--- src/rrle_pkg.sv ---
`timescale 1ns / 1ps
// ----------------------------------------------------------------------------
// rrle_pkg: shared types and constants of the raster RLE video decoder
// Field widths, raster geometry and stream byte codes.
// ----------------------------------------------------------------------------
package rrle_pkg;

  // Field and state widths
  localparam int BYTE_W = 8;
  localparam int OFF_W  = 22;
  localparam int LEN_W  = 11;
  localparam int COL_W  = 7;
  localparam int RC_W   = 17;
  localparam int THR_W  = 12;

  // Raster geometry
  localparam int LINE_PIXELS  = 1920;
  localparam int FRAME_LINES  = 1200;
  localparam int FRAME_PIX_I  = LINE_PIXELS * FRAME_LINES;
  localparam int LONG_RAST_I  = LINE_PIXELS - LINE_PIXELS / 16;

  localparam logic [RC_W-1:0]  LINE_RC      = RC_W'(LINE_PIXELS);
  localparam logic [RC_W-1:0]  LONG_RC      = RC_W'(LONG_RAST_I);
  localparam logic [RC_W-1:0]  RC_MAX       = {RC_W{1'b1}};
  localparam logic [OFF_W-1:0] FRAME_PIXELS = OFF_W'(FRAME_PIX_I);

  // Stream codes
  localparam logic [BYTE_W-1:0] CODE_EOR   = 8'h80;
  localparam int                RUN_BIT    = 7;
  localparam logic [COL_W-1:0]  PAD_COLOUR = '0;

  // Register reset value
  localparam logic [THR_W-1:0] BLANK_THR_RST = THR_W'(100);

endpackage

--- src/raster_rle_video_decoder_core.sv ---
`timescale 1ns / 1ps
// ----------------------------------------------------------------------------
// raster_rle_video_decoder_core: run-length video stream to frame writes
// Turns each stream byte into at most one frame buffer write command.
// ----------------------------------------------------------------------------
// One stream byte is taken per clock while in_stall is low. Each accepted byte
// is held in an input register, then a single pass of logic updates the
// decoder state and loads the result register, so a write command (start,
// length, colour) or a frame done beat shows on the ports
// from that register. The result
// register parts the two channels: a byte is still taken while a result
// waits, and in_stall rises only when both the input register and a stalled
// result register are full. After frame done all further bytes are taken
// and dropped until reset. cfg_wr_data sets the vertical blank threshold and
// must be written only while the decoder is idle.
module raster_rle_video_decoder_core
  import rrle_pkg::*;
(
  input  logic              clk,
  input  logic              rst_n,
  // stream bytes
  input  logic              in_valid,
  output logic              in_stall,
  input  logic [BYTE_W-1:0] in_code_byte,
  // write commands
  output logic              out_valid,
  input  logic              out_stall,
  output logic [OFF_W-1:0]  out_write_start,
  output logic [LEN_W-1:0]  out_write_length,
  output logic [COL_W-1:0]  out_write_colour,
  output logic              out_frame_done,
  // configuration
  input  logic              cfg_wr_en,
  input  logic [THR_W-1:0]  cfg_wr_data
);

  logic [THR_W-1:0]  blank_thr_r;
  logic              in_valid_r;
  logic [BYTE_W-1:0] in_byte_r;

  logic [OFF_W-1:0]  frame_offset_r, frame_offset_nxt;
  logic [RC_W-1:0]   raster_count_r, raster_count_nxt;
  logic [COL_W-1:0]  held_colour_r,  held_colour_nxt;
  logic              drawing_r,      drawing_nxt;
  logic              blank_r,        blank_nxt;
  logic              first_r,        first_nxt;
  logic              finished_r,     finished_nxt;

  logic              out_valid_r;
  logic [OFF_W-1:0]  out_start_r;
  logic [LEN_W-1:0]  out_length_r;
  logic [COL_W-1:0]  out_colour_r;
  logic              out_done_r;

  logic              advance;
  logic              blank_hit;
  logic              res_vld;
  logic              res_done;
  logic              em_req;
  logic [LEN_W-1:0]  em_len;
  logic [COL_W-1:0]  em_col;
  logic [OFF_W-1:0]  em_base;
  logic [OFF_W-1:0]  room;
  logic [LEN_W-1:0]  clip_len;
  logic [RC_W:0]     rc_sum;
  logic [RC_W-1:0]   excess;
  logic [COL_W-1:0]  reps;

  // process the held beat when the result register is free or draining
  assign advance  = in_valid_r && (!out_valid_r || !out_stall);
  assign in_stall = in_valid_r && !advance;

  assign blank_hit = !first_r && (raster_count_r < RC_W'(blank_thr_r)) && !blank_r;
  assign reps      = in_byte_r[COL_W-1:0] - COL_W'(1);
  assign rc_sum    = {1'b0, raster_count_r} + (RC_W+1)'(reps);
  assign excess    = raster_count_r - LINE_RC;

  always_comb begin
    frame_offset_nxt = frame_offset_r;
    raster_count_nxt = raster_count_r;
    held_colour_nxt  = held_colour_r;
    drawing_nxt      = drawing_r;
    blank_nxt        = blank_r;
    first_nxt        = first_r;
    finished_nxt     = finished_r;
    res_vld          = 1'b0;
    res_done         = 1'b0;
    em_req           = 1'b0;
    em_len           = '0;
    em_col           = PAD_COLOUR;
    em_base          = frame_offset_r;

    if (!finished_r) begin
      priority if (in_byte_r == CODE_EOR) begin
        if (blank_hit && drawing_r) begin
          finished_nxt = 1'b1;
          res_vld      = 1'b1;
          res_done     = 1'b1;
        end else begin
          if (blank_hit) begin
            drawing_nxt = 1'b1;
            blank_nxt   = 1'b1;
            em_base     = '0;
          end
          first_nxt = 1'b0;
          if (raster_count_r >= LONG_RC) begin
            blank_nxt = 1'b0;
          end
          frame_offset_nxt = em_base;
          // pad short rasters, rewind long ones
          if (raster_count_r < LINE_RC) begin
            em_req = 1'b1;
            em_len = LEN_W'(LINE_RC - raster_count_r);
          end else if (raster_count_r > LINE_RC) begin
            frame_offset_nxt = (em_base > OFF_W'(excess)) ?
                               em_base - OFF_W'(excess) : '0;
          end
          raster_count_nxt = '0;
        end
      end else if (in_byte_r[RUN_BIT]) begin
        raster_count_nxt = rc_sum[RC_W] ? RC_MAX : rc_sum[RC_W-1:0];
        em_req = drawing_r;
        em_len = LEN_W'(reps);
        em_col = held_colour_r;
      end else begin
        held_colour_nxt = in_byte_r[COL_W-1:0];
        if (raster_count_r != RC_MAX) begin
          raster_count_nxt = raster_count_r + RC_W'(1);
        end
        em_req = drawing_r;
        em_len = LEN_W'(1);
        em_col = in_byte_r[COL_W-1:0];
      end
    end

    // clip at the frame end
    room     = (FRAME_PIXELS > em_base) ? FRAME_PIXELS - em_base : '0;
    clip_len = (room < OFF_W'(em_len)) ? room[LEN_W-1:0] : em_len;
    if (em_req && (clip_len != '0)) begin
      res_vld          = 1'b1;
      frame_offset_nxt = em_base + OFF_W'(clip_len);
    end
  end

  always_ff @(posedge clk) begin
    if (!rst_n) begin
      blank_thr_r    <= BLANK_THR_RST;
      in_valid_r     <= 1'b0;
      frame_offset_r <= '0;
      raster_count_r <= '0;
      held_colour_r  <= '0;
      drawing_r      <= 1'b0;
      blank_r        <= 1'b0;
      first_r        <= 1'b1;
      finished_r     <= 1'b0;
      out_valid_r    <= 1'b0;
    end else begin
      if (cfg_wr_en) begin
        blank_thr_r <= cfg_wr_data;
      end
      if (!in_stall) begin
        in_valid_r <= in_valid;
      end
      if (advance) begin
        frame_offset_r <= frame_offset_nxt;
        raster_count_r <= raster_count_nxt;
        held_colour_r  <= held_colour_nxt;
        drawing_r      <= drawing_nxt;
        blank_r        <= blank_nxt;
        first_r        <= first_nxt;
        finished_r     <= finished_nxt;
      end
      if (advance && res_vld) begin
        out_valid_r <= 1'b1;
      end else if (!out_stall) begin
        out_valid_r <= 1'b0;
      end
    end
  end

  // payload registers
  always_ff @(posedge clk) begin
    if (!in_stall) begin
      in_byte_r <= in_code_byte;
    end
    if (advance && res_vld) begin
      out_start_r  <= res_done ? frame_offset_r : em_base;
      out_length_r <= res_done ? '0 : clip_len;
      out_colour_r <= res_done ? PAD_COLOUR : em_col;
      out_done_r   <= res_done;
    end
  end

  assign out_valid        = out_valid_r;
  assign out_write_start  = out_start_r;
  assign out_write_length = out_length_r;
  assign out_write_colour = out_colour_r;
  assign out_frame_done   = out_done_r;

endmodule

--- config.mk ---
export PLATFORM = sky130hd
export DESIGN_NAME = raster_rle_video_decoder_core
export DESIGN_NICKNAME = d
export VERILOG_FILES = /design/src/rrle_pkg.sv /design/src/raster_rle_video_decoder_core.sv
export SDC_FILE = /design/constraint.sdc
export NUM_CORES = 1
export LEC_CHECK = 0
export BUFFER_PORTS_ARGS = -buffer_cell sky130_fd_sc_hd__buf_2
export CORE_ASPECT_RATIO = 0.7
export CORE_MARGIN = 3
export CORE_UTILIZATION = 35
export CTS_CLUSTER_SIZE = 12
export DETAILED_ROUTE_END_ITERATION = 8
export HOLD_SLACK_MARGIN = 0.02
export PLACE_DENSITY = 0.56
export SLEW_MARGIN = 0
export SYNTH_ARGS = -nofsm -noshare
export SYNTH_HDL_FRONTEND = slang
export SYNTH_SLANG_ARGS = --single-unit
--- constraint.sdc ---
create_clock -name clk -period 17.32 [get_ports clk]
set_input_delay 0.866 -clock clk [delete_from_list [all_inputs] [get_ports clk]]
set_output_delay 0.866 -clock clk [all_outputs]
set_load 0.01 [all_outputs]
==> results of run 1 <==
## registers in the layout, summed over array words and instances (netlist names)
| register | cells |
|---|---|
| in_valid_r | 1 |
| blank_thr_r | 12 |
| out_valid | 1 |
| drawing_r | 1 |
| frame_offset_r | 22 |
| held_colour_r | 7 |
| first_r | 1 |
| out_write_colour | 7 |
| out_write_length | 11 |
| blank_r | 1 |
| out_write_start | 22 |
| in_byte_r | 8 |
| raster_count_r | 17 |
| out_frame_done | 1 |
| finished_r | 1 |
## worst max path at each step
stage,from,endpoint,cells after the start
after CTS,in_byte_r[0]$_DFFE_PN_,frame_offset_r[17]$_SDFFE_PN0P_,34
after detailed placement,in_byte_r[0]$_DFFE_PN_,frame_offset_r[17]$_SDFFE_PN0P_,35
final,in_byte_r[0]$_DFFE_PN_,frame_offset_r[17]$_SDFFE_PN0P_,34
after global placement,in_byte_r[0]$_DFFE_PN_,frame_offset_r[17]$_SDFFE_PN0P_,34
after floorplan,in_byte_r[0]$_DFFE_PN_,frame_offset_r[17]$_SDFFE_PN0P_,40
after global routing,in_byte_r[0]$_DFFE_PN_,frame_offset_r[15]$_SDFFE_PN0P_,35
## placed cells by master (no fill, tap or decap), types with 7 or more instances in the layout
| master | instances |
|---|---|
| a31oi_1 | 15 |
| o221ai_1 | 10 |
| xnor2_1 | 45 |
| nor2b_1 | 19 |
| edfxtp_1 | 49 |
| nor3_1 | 36 |
| or3_1 | 8 |
| a211oi_1 | 13 |
| and2_1 | 45 |
| buf_2 | 67 |
| mux2i_1 | 29 |
| o21ai_0 | 67 |
| clkbuf_16 | 18 |
| ha_1 | 63 |
| nand4_1 | 22 |
| nor4_1 | 7 |
| nand3_1 | 28 |
| nand2b_1 | 13 |
| nor3b_1 | 7 |
| dfxtp_1 | 64 |
| or4_1 | 7 |
| o21a_1 | 11 |
| nand2_1 | 80 |
| o31ai_1 | 8 |
| a21oi_1 | 73 |
| buf_4 | 13 |
| a221oi_1 | 7 |
| or2_2 | 7 |
| o211ai_1 | 7 |
| inv_1 | 59 |
| a21o_1 | 22 |
| xor2_1 | 25 |
| and3_1 | 16 |
| o21bai_1 | 10 |
| a22oi_1 | 9 |
| nor2_1 | 106 |
## kinds of logic (layout without fill, tap and decap cells)
family,Yosys count,in the layout,synth area share
AOI/OAI and AO/OA,329,329,0.237
buffers and inverters,136,171,0.0583
adders and majority gates,66,66,0.0892
xor gates and xnor gates,70,70,0.0644
and+or+nand+nor,420,420,0.228
muxes,31,31,0.0333
DFF,113,113,0.289
## through the flow
step / setup slack (ns) / cells / power (uW) / utilization
finish: 7.62 / 1557 / 764 / 0.409
detailed placement: 7.79 / 1525 / 391 / 0.385
global route: 6.71 / 1557 / 794 / 0.409
floorplan: 8.82 / 1165 / 363 / -
CTS: 7.73 / 1557 / 769 / 0.409
global placement: 8.06 / 1525 / 391 / 0.385
## critical path, delay by kind of cell (launching register included)
| kind | cells | cell delay (ns) |
|---|---|---|
| compound gates | 15 | 4.37 |
| buf+inv | 4 | 0.64 |
| fa+ha+maj | 4 | 1.25 |
| simple gates | 11 | 2.89 |
| flops | 1 | 0.44 |
## area by class of cell
| cell class | count | area share |
|---|---|---|
| Clock buffer | 21 | 0.0441 |
| Clock inverter | 11 | 0.0126 |
| Inverter | 59 | 0.0207 |
| Multi-Input combinational cell | 916 | 0.583 |
| Sequential cell | 113 | 0.257 |
| Tap cell | 357 | 0.0418 |
| Timing Repair Buffer | 80 | 0.0405 |
## power groups by stage
stage	clock (uW)	sequential, uW	combinational (uW)
floorplan	0	291	72.0
global placement	0	295	96.5
detailed placement	0	295	96.4
CTS	382	289	97.6
global route	393	290	111
finish	375	290	99.5
## metal layers
layer / part of all wire / routed length (um) / vias up
met5: 0 / 0 / -
met4: 0.013 / 401 / 0
li1: - / - / 4330
met3: 0.084 / 2610 / 34
met1: 0.51 / 15900 / 4339
met2: 0.39 / 12200 / 353
==> metrics.txt, run 1 <==
Synth-to-Final Area Change 12.5%; Netlist Area Pre-Place 9510 um^2; detailed-route via count 9,056; layout filler cell count 2,685; # rows 49; Port Buffer Count 67; CP max FO 41; Clock power frac 0.491; Final setup viols 0; register area 2750 um^2; Worst path max stage delay 0.94 ns; leakage 0.00459 uW; reg2reg end frame_offset_r[17]$_SDFFE_PN0P_; Post-Route Setup TNS 0 ns; R2R Path Start in_byte_r[0]$_DFFE_PN_; number of global-route vias before repair 8,344; antenna violations before repair 0; global routing's busiest layer met1; clk_lat worst skew 0.43 ns; Yosys top cell area share 0.155; max-slew violations 0; WP data arrival 10.02 ns; ys async rst share 0; RSZ-0062 raised after global routing false; Die ar. 29,200 um^2; Main synth FF type dfxtp_1; Hold Crit Endpoint first_r$_SDFFE_PN1P_; die height 144 um; Total Routed Length 31.2 mm; CTS tree yes; outcome finished, final reports clean; Initial Util 0.363; worst min path class flop to flop; Multi-input gate area 6240 um^2; Power per Cell Area 71.4 nW/um^2; initial DRC count 958; GR Overflow Total 0; CP most frequent cell ha_1; Critical Path RT 17.64 ns; Synth area leaders edfxtp_1 15%, dfxtp_1 13%, ha_1 8.3%, nor2_1 4.2%, xnor2_1 4.1%; met3 Resource Use GR 0.0552; CP Capture Type flop; worst slew pin tran 1.10 ns; GRT Total Usage 0.215; first-pass GRT wire length 48.8 mm; syn_nets 1,256; Clk pin slew, worst setup/hold paths 0.06 ns; share of power burned in registers 0.379; Post-Synthesis Cells 1,165; ANT cells 0; Post-synth top cells 107 x nor2_1, 80 x nand2_1, 73 x a21oi_1; Worst Skew 0.0115 ns; share of post-route cells with drive strength above 1 0.115; r2r worst-path depth 34; Worst Setup Start Kind flop; Placed Area 10,100 um^2; Post-synth EDFFs 49; FF-to-FF setup slack 7.62 ns; hold path depth 2; crit path kind flop to flop; WL/cell 20.0 um; internal power 556 uW; Rel. slew slack 0.264; routed vias/inst 5.82; mean area per synthesized cell 8.17 um^2; # resized after CTS 0; Sw Share 0.272; P_sw 208 uW; largest net degree at the start of global routing 48; NumNets Final 1,278; Core Region 26,200 um^2; slowest CP cell a2111oi_0; Ports 68; dpl hpwl 22.7 mm; fin crit share 0.560; H-tree Lvls 4; CTS root buffer clkbuf_16; RePlAce Congestion 0.957; Yosys cell types 82; # hold bufs at CTS 0; GRT met1 Usage 0.333; most common cell in the netlist nor2_1; CTS Buf Count 17; Hold Crit Start first_r$_SDFFE_PN1P_; DRT antenna net count 0; clock tree buffer depth 2; Gate power share 0.130; Seq/Total Area, Yosys 0.289; Tmin final 9.70 ns; post-CTS setup buffer count 0; post-synth top area cell edfxtp_1; final hold slack 0.452 ns; #FFs+latches synth 113; clock tree sinks 113; Syn. warnings 0; Max VDD drop 0.0687 mV; # DRC 0; First-pass DRT Iterations 7; max cap viols 0; Final Instance Area 10,700 um^2; GRT met2 Usage 0.292; final hold vios 0; Die Wd 203 um; Max Fclk 103 MHz
Note: power is estimated with default switching activity, not from simulation.
==> run 2, diff against run 1 <==
--- a/config.mk
+++ b/config.mk
@@ -5,6 +5,7 @@
 export SDC_FILE = /design/constraint.sdc
 export NUM_CORES = 1
 export LEC_CHECK = 0
+export ABC_AREA = 1
 export BUFFER_PORTS_ARGS = -buffer_cell sky130_fd_sc_hd__buf_2
 export CORE_ASPECT_RATIO = 0.7
 export CORE_MARGIN = 3
@@ -12,7 +13,7 @@
 export CTS_CLUSTER_SIZE = 12
 export DETAILED_ROUTE_END_ITERATION = 8
 export HOLD_SLACK_MARGIN = 0.02
-export PLACE_DENSITY = 0.56
+export PLACE_DENSITY = 0.58
 export SLEW_MARGIN = 0
 export SYNTH_ARGS = -nofsm -noshare
 export SYNTH_HDL_FRONTEND = slang
==> constraint.sdc (replaced) <==
create_clock -name clk -period 8.55 [get_ports clk]
set_input_delay 0.4275 -clock clk [delete_from_list [all_inputs] [get_ports clk]]
set_output_delay 0.4275 -clock clk [all_outputs]
set_load 0.01 [all_outputs]
==> metrics.txt, run 2 <==
outcome finished, final reports clean; Post-synth top cells 329 x nand2_1, 214 x nor2_1, 203 x inv_1; die height 144 um (about the same); slowest CP cell edfxtp_1; crit path kind flop to flop; dpl hpwl 22.3 mm (-1.7%); GR Overflow Total 0 (unchanged); mux contribution to synthesized area 0 (-0.0333); H-tree Lvls 4 (unchanged); WL/cell 15.4 um (-23%); CP Capture Type flop; Tmin final 7.59 ns (-2.12 ns); number of global-route vias before repair 8,583 (+2.9%); Clock power frac 0.503 (+0.012); commonest non-fill, non-tap cell in the layout nand2_1; clk_lat worst skew 0.43 ns (about the same); worst min path class input pin to flop; ANT cells 0 (unchanged); detailed-route via count 9,475 (+4.6%); Ports 68 (unchanged); CTS tree yes; Final Core Density 0.412 (+0.00324); leakage 0.00557 uW (+22%); combinational family with the most area after synthesis simple AND/OR/NAND/NOR gates; routed vias/inst 5.08 (-13%); Max Fclk 132 MHz (+28%); RePlAce Congestion 0.915 (-4.4%); max-slew violations 0 (unchanged); worst setup margin 0.965 ns (-6.65 ns); Sw Share 0.273 (+0.000639); CP most frequent cell nand2_1; CP top delay family simple AND/OR/NAND/NOR gates; Die Wd 203 um (about the same); Gate power share 0.126 (-0.004); initial DRC count 844 (-12%); max cap viols 0 (unchanged); Critical Path RT 8.87 ns (-8.77 ns); WP data arrival 7.91 ns (-2.11 ns); syn_nets 1,535 (+22%); largest net degree at the start of global routing 42 (-13%); Seq/Total Area, Yosys 0.289 (-0.000532); Yosys cell types 52 (-37%); Main synth FF type dfxtp_1; internal power 1140 uW (+110%); Synth-to-Final Area Change 13.4%; P_sw 430 uW (+110%); fin crit share 0.887 (+0.327); clock tree sinks 113 (unchanged); GRT Total Usage 0.199 (-0.0165); first-pass GRT wire length 46.3 mm (-5.1%); Synth Area in Compound Gates 0.140 (-0.0969); First-pass DRT Iterations 5 (-2); Post-Synthesis Cells 1,444 (+24%); # hold bufs at CTS 0 (unchanged); most common cell in the netlist nand2_1; Worst Setup Start Kind flop; Final setup viols 0 (unchanged); share of post-route cells with drive strength above 1 0.0995 (-0.0155); share of power burned in registers 0.371 (-0.008); Power per Cell Area 146 nW/um^2 (+100%); DRT antenna net count 0 (unchanged); Clk pin slew, worst setup/hold paths 0.06 ns (about the same); RSZ-0062 raised after global routing false; pre-CTS WS 0.920 ns (-6.87 ns); CTS root buffer clkbuf_16; Die ar. 29,300 um^2 (+0.18%); final hold slack 0.179 ns (-0.273 ns); XOR/XNOR share of the synthesized area 0.0542 (-0.0102); post-synth top area cell edfxtp_1; clock tree buffer depth 2 (unchanged); # rows 49 (unchanged); Core Region 26,200 um^2 (+0.23%); CTS Buf Count 17 (unchanged); post-synthesis adder-cell area fraction 0.0890 (-0.000164); Buf/Inv on CP 7 (+3); ys async rst share 0 (unchanged); Port Buffer Count 67 (unchanged); NumNets Final 1,586 (+24%); #FFs+latches synth 113 (unchanged); final hold vios 0 (unchanged); Worst path max stage delay 0.40 ns (-0.54 ns); Post-synth EDFFs 49 (unchanged); worst slew pin tran 1.18 ns (+0.0831 ns); CP max FO 24 (-41%); antenna violations before repair 0 (unchanged); Worst Skew 0.0132 ns (+0.00170 ns); # DRC 0 (unchanged); Rel. slew slack 0.209 (-0.0556); most frequent cells in the layout 329 x nand2_1, 214 x nor2_1, 203 x inv_1; Netlist Area Pre-Place 9530 um^2 (+0.18%); Initial Util 0.363 (about the same); Syn. warnings 0 (unchanged); Yosys top cell area share 0.154 (-0.000284); Max VDD drop 0.118 mV (+72%); simple-gate share of the synthesized area 0.316 (+0.0877); mean area per synthesized cell 6.60 um^2 (-19%); Post-Route Setup TNS 0 ns (unchanged); Synth area leaders edfxtp_1 15%, dfxtp_1 13%, nand2_1 13%, nor2_1 8.4%, ha_1 8.3%; Total Routed Length 28.7 mm (-7.8%)
## run 2: cell families after synthesis
| kind of cell | after synthesis |
|---|---|
| buf+inv | 264 |
| xor+xnor | 59 |
| compound gates | 223 |
| fa+ha+maj | 66 |
| simple gates | 719 |
| flops | 113 |
## run 2: repair_timing
action                     CTS  global route
setup buffers                0             0
resized for setup            0             3
setup endpoints to repair    0             3
## run 2: per-stage QoR
stage / power [uW] / instances / instance area (um^2)
5_1_grt: 1640 / 1865 / 10800
2_1_floorplan: 738 / 1444 / 9530
4_1_cts: 1590 / 1865 / 10800
3_3_place_gp: 790 / 1833 / 10200
6_report: 1570 / 1865 / 10800
3_5_place_dp: 791 / 1833 / 10200
## run 2: cell type report
cell class / instances / area [um^2]
clock buffers: 21 / 493
repair buffers: 81 / 440
inverters: 215 / 808
fillers: 2835 / 15400
multi-input cells: 1067 / 5720
clock inverters: 11 / 146
well taps: 357 / 447
flip-flops and latches: 113 / 2750
## run 2: final timing paths
check / slack [ns] / to / start / cells after the start
setup / recovery: 0.96 / frame_offset_r[21]$_SDFFE_PN0P_ / in_byte_r[0]$_DFFE_PN_ / 47
setup reg to reg: 0.96 / frame_offset_r[21]$_SDFFE_PN0P_ / in_byte_r[0]$_DFFE_PN_ / 47
hold / removal: 0.18 / in_byte_r[6]$_DFFE_PN_ / in_code_byte[6] / 1
hold reg to reg: 0.47 / blank_thr_r[4]$_SDFFE_PN0P_ / blank_thr_r[4]$_SDFFE_PN0P_ / 2
## run 2: power by group through the flow
stage	Sequential (uW)	Combinational [uW]	Clock, uW
after detailed placement	596	195	0
after global placement	596	194	0
after floorplan	591	147	0
final	584	198	791
after global routing	586	228	828
after CTS	584	197	805
## run 2: layer usage
layer,part of all wire,up-vias,GRT usage
li1,-,4830,-
met1,0.54,4349,0.312
met4,0.015,0,0.0467
met5,0,-,0
met3,0.063,26,0.0425
met2,0.39,270,0.272
==> run 3, diff against run 2 <==
--- a/config.mk
+++ b/config.mk
@@ -8,7 +8,6 @@
 export ABC_AREA = 1
 export BUFFER_PORTS_ARGS = -buffer_cell sky130_fd_sc_hd__buf_2
 export CORE_ASPECT_RATIO = 0.7
-export CORE_MARGIN = 3
 export CORE_UTILIZATION = 35
 export CTS_CLUSTER_SIZE = 12
 export DETAILED_ROUTE_END_ITERATION = 8
==> metrics.txt, run 3 (synthesis gave the netlist of run 2 again) <==
outcome finished, final reports clean; Tmin final 7.74 ns (+0.157 ns); routed vias/inst 5.08 (about the same); Die ar. 27,900 um^2 (-4.7%); worst slew pin tran 1.17 ns (-0.00918 ns); placed cells 1,838 (+0.27%); max cap viols 0 (unchanged); CP Capture Type flop; Ports 68 (unchanged); number of global-route vias before repair 8,754 (+2.0%); Total Routed Length 28.6 mm (-0.40%); clk_lat worst skew 0.44 ns (about the same); Hold Crit Start in_code_byte[2]; crit path kind flop to flop; Worst Skew 0.0154 ns (+0.00222 ns); RSZ-0062 raised after global routing false; first-pass GRT wire length 46.6 mm (+0.67%); Worst path max stage delay 0.41 ns (about the same); commonest non-fill, non-tap cell in the layout nand2_1; Rel. slew slack 0.215 (+0.00614); clock tree buffer depth 2 (unchanged); H-tree Lvls 4 (unchanged); Critical Path RT 8.87 ns (about the same); WL/cell 15.3 um (-0.66%); max-slew violations 0 (unchanged); final hold vios 0 (unchanged); share of post-route cells with drive strength above 1 0.0989 (-0.000532); DRT antenna net count 0 (unchanged); Clk pin slew, worst setup/hold paths 0.06 ns (about the same); leakage 0.00553 uW (-0.76%); slowest CP cell edfxtp_1; GRT Total Usage 0.214 (+0.0153); NumNets Final 1,584 (-0.13%); Port Buffer Count 67 (unchanged); Max VDD drop 0.130 mV (+9.9%); Post-Route Setup TNS 0 ns (unchanged); layout filler cell count 2,824 (-0.39%); CP max FO 29 (+21%); most frequent cells in the layout 328 x nand2_1, 214 x nor2_1, 203 x inv_1; WP data arrival 8.07 ns (+0.16 ns); detailed-route via count 9,492 (+0.18%); RePlAce Congestion 0.900 (-1.6%); Final setup viols 0 (unchanged); CTS root buffer clkbuf_16; CP Launch Point in_byte_r[0]$_DFFE_PN_; Worst Setup Start Kind flop; die height 140 um (-2.8%); antenna violations before repair 0 (unchanged); post-CTS setup buffer count 0 (unchanged); Synth-to-Final Area Change 12.8%; clock tree sinks 113 (unchanged); dpl hpwl 22.2 mm (-0.41%); # rows 50 (+2.0%); power consumption 1530 uW (-2.9%); Max Fclk 129 MHz (-2.0%); initial DRC count 833 (-1.3%); GR Overflow Total 0 (unchanged); CP top delay family simple AND/OR/NAND/NOR gates; fin crit share 0.906 (+0.0184); CTS Buf Count 17 (unchanged); Core Region 26,700 um^2 (+1.8%); CTS tree yes; worst min path class input pin to flop; # DRC 0 (unchanged); Buf/Inv on CP 7 (unchanged); First-pass DRT Iterations 7 (+2); Finished Layout Cells 1,870 (+0.27%); largest net degree at the start of global routing 42 (unchanged); Power per Cell Area 142 nW/um^2 (-2.4%); ANT cells 0 (unchanged); Die Wd 199 um (-2.0%); CP most frequent cell nand2_1; R2R Path Start in_byte_r[0]$_DFFE_PN_; Initial Util 0.357 (-0.00643)
-- run 3: cell count changes in the layout (fill, tap and decap cells not counted), moves of 2 or more --
cell	previous run	this run
clkbuf_16	19	17
buf_4	14	12
clkinv_2	2	4
clkinvlp_4	2	5
-- run 3: metrics by stage --
step / cell area [um^2] / hold WS, ns / utilization / setup slack [ns]
global route: 10800 / 0.150 / 0.402 / 0.00382
finish: 10800 / 0.167 / 0.402 / 0.808
detailed placement: 10200 / 0.460 / 0.380 / 0.834
floorplan: 9530 / 0.440 / - / 2.28
global placement: 10200 / 0.455 / 0.380 / 0.940
CTS: 10700 / 0.153 / 0.402 / 0.802
-- run 3: layout make-up --
type	instances	area [um^2]	share of cell area
timing repair buffer	79	425	0.0396
sequential	113	2750	0.256
tap	364	455	0.0424
clock buffer	19	433	0.0403
multi-input combinational	1067	5720	0.532
inverter	215	808	0.0752
clock inverter	13	160	0.0149
-- run 3: power breakdown --
group / switching (uW) / total (uW) / internal, uW
clock: 288 / 745 / 457
sequential: 12.5 / 585 / 573
combinational: 129 / 198 / 68.9
total: 429 / 1530 / 1100
-- run 3: repair_timing --
action	in CTS	in global routing
hold endpoints to repair	0	0
resized for setup	0	2
hold buffers	0	0
endpoints found under the setup margin	0	1
-- run 3: path summary, 6_finish.rpt --
check / slack [ns] / endpoint / depth (start not counted)
hold reg to reg: 0.47 / blank_thr_r[8]$_SDFFE_PN0P_ / 2
setup / recovery: 0.81 / frame_offset_r[21]$_SDFFE_PN0P_ / 47
hold / removal: 0.17 / in_byte_r[2]$_DFFE_PN_ / 1
setup reg to reg: 0.81 / frame_offset_r[21]$_SDFFE_PN0P_ / 47
-- run 3: per-layer routing --
| layer | global-route usage | vias up | share of wire |
|---|---|---|---|
| met1 | 0.332 | 4368 | 0.53 |
| met5 | 0 | - | 0 |
| met2 | 0.297 | 271 | 0.39 |
| met3 | 0.0390 | 22 | 0.060 |
| li1 | - | 4831 | - |
| met4 | 0.0526 | 0 | 0.013 |
